==> src/npps_pkg.sv <==
// Types and constants of the nearest path point search core.
// No dependencies; used by npps_dist, the top level and the checker.
package npps_pkg;

    localparam int IDX_W      = 10;
    localparam int COORD_W    = 32;
    localparam int LEN_W      = 32;
    localparam int CNT_W      = 11;
    localparam int CFG_IDX_W  = 2;
    localparam int CFG_DATA_W = 32;
    localparam int SQ_W       = 2 * COORD_W;
    localparam int DIST_W     = SQ_W + 1;

    typedef logic [IDX_W-1:0]     t_idx;
    typedef logic [CFG_IDX_W-1:0] t_cfg_idx;

    localparam t_cfg_idx CFG_PATH_POINT_COUNT = 2'd0;
    localparam t_cfg_idx CFG_WINDOW_RANGE     = 2'd1;
    localparam t_cfg_idx CFG_PERMIT_ERROR     = 2'd2;

    localparam logic MODE_LOAD  = 1'b0;
    localparam logic MODE_QUERY = 1'b1;

    typedef struct packed {
        logic signed [COORD_W-1:0] x;
        logic signed [COORD_W-1:0] y;
        logic        [LEN_W-1:0]   len;
    } t_point;

    localparam int POINT_W = 2 * COORD_W + LEN_W;

    // Sideband that travels with each read through the distance pipeline.
    typedef struct packed {
        logic valid;
        logic last;
    } t_tag;

    typedef enum logic [6:0] {
        S_IDLE   = 7'b0000001,
        S_LO     = 7'b0000010,
        S_HI     = 7'b0000100,
        S_WIN    = 7'b0001000,
        S_DECIDE = 7'b0010000,
        S_FULL   = 7'b0100000,
        S_OUT    = 7'b1000000
    } t_state;

endpackage

==> src/npps_dist.sv <==
// Three-stage squared distance pipeline: abs difference, square, sum.
// Depends on npps_pkg.
module npps_dist #(
    parameter int AW = 10
) (
    input  logic                                i_clk,
    input  logic                                i_rst_n,
    input  npps_pkg::t_tag                      i_tag,
    input  logic [AW-1:0]                       i_index,
    input  npps_pkg::t_point                    i_point,
    input  logic signed [npps_pkg::COORD_W-1:0] i_pose_x,
    input  logic signed [npps_pkg::COORD_W-1:0] i_pose_y,
    output npps_pkg::t_tag                      o_tag,
    output logic [AW-1:0]                       o_index,
    output logic [npps_pkg::DIST_W-1:0]         o_dist
);

    localparam int CW = npps_pkg::COORD_W;
    localparam int SW = npps_pkg::SQ_W;

    npps_pkg::t_tag r_tag1, r_tag2, r_tag3;
    logic [AW-1:0]  r_idx1, r_idx2, r_idx3;
    logic [CW-1:0]  r_dx, r_dy;
    logic [SW-1:0]  r_sx, r_sy;
    logic [npps_pkg::DIST_W-1:0] r_dist;

    logic signed [CW:0] w_dx_s, w_dy_s;
    logic        [CW:0] w_dx_a, w_dy_a;
    logic [SW-1:0]      w_sx, w_sy;

    // |pose - point| never exceeds 2^32 - 1, so the magnitude fits CW bits.
    assign w_dx_s = {i_pose_x[CW-1], i_pose_x} - {i_point.x[CW-1], i_point.x};
    assign w_dy_s = {i_pose_y[CW-1], i_pose_y} - {i_point.y[CW-1], i_point.y};
    assign w_dx_a = w_dx_s[CW] ? -w_dx_s : w_dx_s;
    assign w_dy_a = w_dy_s[CW] ? -w_dy_s : w_dy_s;
    assign w_sx   = r_dx * r_dx;
    assign w_sy   = r_dy * r_dy;

    always_ff @(posedge i_clk) begin
        if (!i_rst_n) begin
            r_tag1 <= '0;
            r_tag2 <= '0;
            r_tag3 <= '0;
        end else begin
            r_tag1 <= i_tag;
            r_tag2 <= r_tag1;
            r_tag3 <= r_tag2;
        end
    end

    always_ff @(posedge i_clk) begin
        r_idx1 <= i_index;
        r_idx2 <= r_idx1;
        r_idx3 <= r_idx2;
        r_dx   <= w_dx_a[CW-1:0];
        r_dy   <= w_dy_a[CW-1:0];
        r_sx   <= w_sx;
        r_sy   <= w_sy;
        r_dist <= {1'b0, r_sx} + {1'b0, r_sy};
    end

    assign o_tag   = r_tag3;
    assign o_index = r_idx3;
    assign o_dist  = r_dist;

endmodule

==> config.mk <==
export PLATFORM = sky130hd
export DESIGN_NAME = npps_dist
export DESIGN_NICKNAME = d
export VERILOG_FILES = /design/src/npps_pkg.sv /design/src/npps_dist.sv
export SDC_FILE = /design/constraint.sdc
export NUM_CORES = 2
export LEC_CHECK = 0
export BUFFER_PORTS_ARGS = -buffer_cell sky130_fd_sc_hd__buf_4
export CORE_MARGIN = 5
export CORE_UTILIZATION = 50
export DETAILED_ROUTE_END_ITERATION = 10
export GPL_ROUTABILITY_DRIVEN = 0
export PLACE_DENSITY = 0.64
export SETUP_SLACK_MARGIN = 0.5
export SLEW_MARGIN = 20
export SYNTH_ARGS = -nofsm -noshare
export SYNTH_HDL_FRONTEND = slang
export SYNTH_SLANG_ARGS = --single-unit
==> constraint.sdc <==
create_clock -name i_clk -period 9.45 [get_ports i_clk]
set_clock_uncertainty 0.2 [all_clocks]
set_input_delay 0.945 -clock i_clk [delete_from_list [all_inputs] [get_ports i_clk]]
set_output_delay 0.945 -clock i_clk [all_outputs]
set_load 0.005 [all_outputs]
==> impl_summary.log <==
[metrics] outcome: complete, no violations
[metrics] final clock period utilization by the worst path: between 90% and 100%
[metrics] Cell variety after synth: a little over 90
[metrics] buffer type at the clock tree root: sky130_fd_sc_hd__clkbuf_16
[metrics] endpoint of the worst register-to-register path: r_sy[56]
[metrics] Post-Synthesis Net Count: just over 10k
[metrics] die extent in x: approximately 390 µm
[metrics] number of cells on the worst reg-to-reg path: 28
[metrics] Post-synth EDFFs: 0
[metrics] Max-slew headroom: around 34%
[metrics] initial antenna violation count: 0
[metrics] core area: 143,000 µm²
[metrics] worst min path class: reg -> reg
[metrics] synthesized area divided by synthesized cell count: slightly above 9 µm²
[metrics] met2 Usage GRT: around two fifths
[metrics] hold violation total from the final report: 0
[metrics] I/O Buffers: ~220
[metrics] layout cells sized above 1: under 10%
[metrics] commonest cells after routing, fill and taps aside: sky130_fd_sc_hd__inv_1, sky130_fd_sc_hd__fa_1, sky130_fd_sc_hd__ha_1, sky130_fd_sc_hd__nand2_1, sky130_fd_sc_hd__and2_1
[metrics] via count of the first global-routing pass: between 50k and 60k
[metrics] clock slew at the register clock pins of the worst setup and hold paths: 0.06 ns
[metrics] synthesized flop and latch total: just under 300
[metrics] max-slew violations: 0
[metrics] max-cap check violation count: 0
[metrics] transition time at the pin with the least slew margin: approximately 1 ns
[metrics] minimum clock period after layout: about 8.6 ns
[metrics] wirelength, routed: ~170 mm
[metrics] met1 Usage GRT: 30.8%
[metrics] highest achievable clock rate: 0.116 GHz
[metrics] origin of the worst min-delay path: r_idx2[1]
[metrics] post-synthesis async set-or-reset flop share: 0%
[metrics] DIE AREA: between 150,000 and 200,000 µm²
[metrics] Area growth syn-to-layout: 7.53%
[metrics] slack of the worst reg-to-reg path: between 0.8 and 0.9 ns
[metrics] maximum number of pins on one net before global-route repair: 36
[metrics] Hold Path Sink: o_index[1]
[metrics] Worst R2R Start: r_dy[15]
[metrics] final total negative setup slack: 0 ns
[metrics] Mapped Cells: just under 8k
[metrics] cell repeated most along the worst path: sky130_fd_sc_hd__fa_1
[metrics] ports placed on the boundary: approximately 250
[metrics] CP max stage delay: roughly 0.7 ns
[metrics] TritonCTS clock tree: done
[metrics] per-cell via count in the routed design: 5.18
[metrics] count of hold buffers inserted by post-cts repair: 0
[metrics] endpoint type of the worst setup path: flop
[metrics] Worst Setup Path Type: reg -> reg
[metrics] starting utilization of the core area: 50.2%
[metrics] Remaining Overflow, GRT: 0
[metrics] count of H-tree levels built during CTS: 2
[metrics] unrepaired setup endpoints after global routing: true
[metrics] number of synthesis warnings: 0
[metrics] DRC marker count from the first detailed-route iteration: between 2k and 3k
[metrics] sinks on the clock net: about 290
[metrics] Bufs on Longest Clock Path: 3
[metrics] global-route layer with the greatest usage: met2
[metrics] commonest non-fill, non-tap cell in the layout: sky130_fd_sc_hd__inv_1
[metrics] WL/cell: approximately 18 µm
[metrics] Worst Path Required: 9.74 ns
[metrics] met3 usage: about 3.1%
[metrics] peak fanout along the critical path: 17
[metrics] Rows: 139
[metrics] Critical Path AT: slightly below 9 ns
[metrics] number of buffers created by CTS: 36
[metrics] primary flip-flop cell chosen by synthesis mapping: sky130_fd_sc_hd__dfxtp_1
[metrics] total global routing track utilization: between 20% and 30%
[metrics] # setup viols final: 0
[metrics] sequential fraction of the synthesis area: under 10%
[metrics] clock latency on the worst-skew pair: about 0.6 ns
[metrics] instance count along the most critical hold path: 0
[metrics] highest-delay cell along the critical path: sky130_fd_sc_hd__dfxtp_1
[metrics] post-synthesis instance area: between 70,000 and 80,000 µm²
[metrics] DP Wirelength: 148 mm
[metrics] global-route wire length before repair: 286 mm
[metrics] DRC errors left: 0
[metrics] vertical extent of the die: 390 µm
[metrics] Worst setup SP type: flop
[metrics] vias post-DR: between 50k and 60k
[metrics] Final nets: between 10k and 15k
[metrics] antenna-violating nets left: 0
[metrics] length of the first detailed-routing pass in iterations: 5
through the flow:
stage | instance area, µm² | setup WS (ns) | cells | util (%) | hold slack (ns)
floorplan | 72000 | 1.42 | 7728 | - | 0.110
global placement | 76200 | 0.470 | 9739 | 53.1 | 0.110
detailed placement | 76200 | 0.427 | 9739 | 53.1 | 0.112
CTS | 77400 | 0.511 | 9804 | 53.9 | 0.127
global route | 77500 | 0.410 | 9807 | 54.0 | 0.132
finish | 77500 | 0.808 | 9808 | 54.0 | 0.126
timing repair:
| item | 4_1_cts | 5_1_grt |
|---|---|---|
| endpoints found under the setup margin | 3 | 22 |
| hold endpoints to repair | 0 | 0 |
| cloned | 0 | 0 |
| setup buffers | 0 | 3 |
| gates resized for setup | 3 | 30 |
critical path, delay by kind of cell, from the launching register on:
family,cells,cell delay (ns)
adder cells (fa/ha/maj),9,4.31
flip-flops,1,0.68
AO/OA/AOI/OAI,6,1.13
XOR/XNOR,1,0.21
AND/OR/NAND/NOR,6,1.10
buffers and inverters,6,0.90
state kept, by name, summed over array words and instances, names as in the netlist:
signal	cells
o_dist	65
o_index	10
o_tag	2
r_dx	32
r_dy	32
r_idx1	10
r_idx2	10
r_sx	63
r_sy	63
r_tag1	2
r_tag2	2
worst max-delay path by stage:
| stage | startpoint | to | slack (ns) | cells past startpoint |
|---|---|---|---|---|
| 2_1_floorplan | r_dy[5] | r_sy[60] | 1.42 | 27 |
| 3_3_place_gp | r_dy[2] | r_sy[42] | 0.47 | 26 |
| 3_5_place_dp | r_dy[2] | r_sy[42] | 0.43 | 27 |
| 4_1_cts | r_dy[16] | r_sy[58] | 0.51 | 26 |
| 5_1_grt | r_dy[15] | r_sy[58] | 0.41 | 26 |
| 6_report | r_dy[15] | r_sy[56] | 0.81 | 28 |
cells by family (layout without fill, tap and decap cells):
logic type                 after synthesis  in the layout  share of synthesized area, %
other                                    0              1                             0
DFF                                    291            291                          8.09
xor gates and xnor gates               359            359                          4.36
adders and majority gates             2310           2310                          56.7
buffers and inverters                 2308           2484                          12.0
muxes                                   12             12                         0.179
and+or+nand+nor                       1617           1617                          11.1
AOI/OAI and AO/OA                      831            831                          7.58
per-layer routing:
metal	wire, µm	vias to the layer above
met1	71200	25898
li1	-	23487
met4	4790	0
met5	0	-
met2	86800	1179
met3	9700	242
area by class of cell:
class / count / area (µm²)
sequential: 291 / 5850
multi-input combinational: 5129 / 57600
clock buffer: 43 / 967
fill: 13084 / 66000
clock inverter: 22 / 235
timing repair buffer: 358 / 2710
inverter: 2061 / 7740
tap: 1903 / 2380
antenna: 1 / 2.50
Yosys cell counts (all sizes together), types with 6 or more instances:
cell	number	area share (%)
a221o	7	0.099
or3	15	0.14
a2111oi	6	0.13
nand2	632	3.3
clkbuf	239	1.2
a21boi	7	0.073
xnor2	211	2.6
o21bai	40	0.42
nand3	51	0.35
nor2	215	1.1
xor2	148	1.8
inv	2059	11
o31a	7	0.085
a211oi	22	0.24
and4	8	0.097
o21ai	151	1.1
or4	8	0.089
o31ai	18	0.19
or2	19	0.16
nor2b	49	0.43
nand2b	22	0.19
a221oi	8	0.11
nand4	41	0.36
a31o	28	0.34
a31oi	39	0.34
o211ai	14	0.15
a211o	6	0.075
nor3	31	0.23
a21oi	243	1.7
and3	32	0.28
o21a	36	0.38
nor3b	7	0.073
nor4	8	0.078
ha	722	13
buf	7	0.042
fa	1588	44
a21o	148	1.5
a41oi	11	0.13
dfxtp	291	8.1
mux2	7	0.11
and2	470	4.1
Power is left out: the tool's default activity adds up to more than one toggle a clock period on the data nets, which glitch-free logic cannot reach.
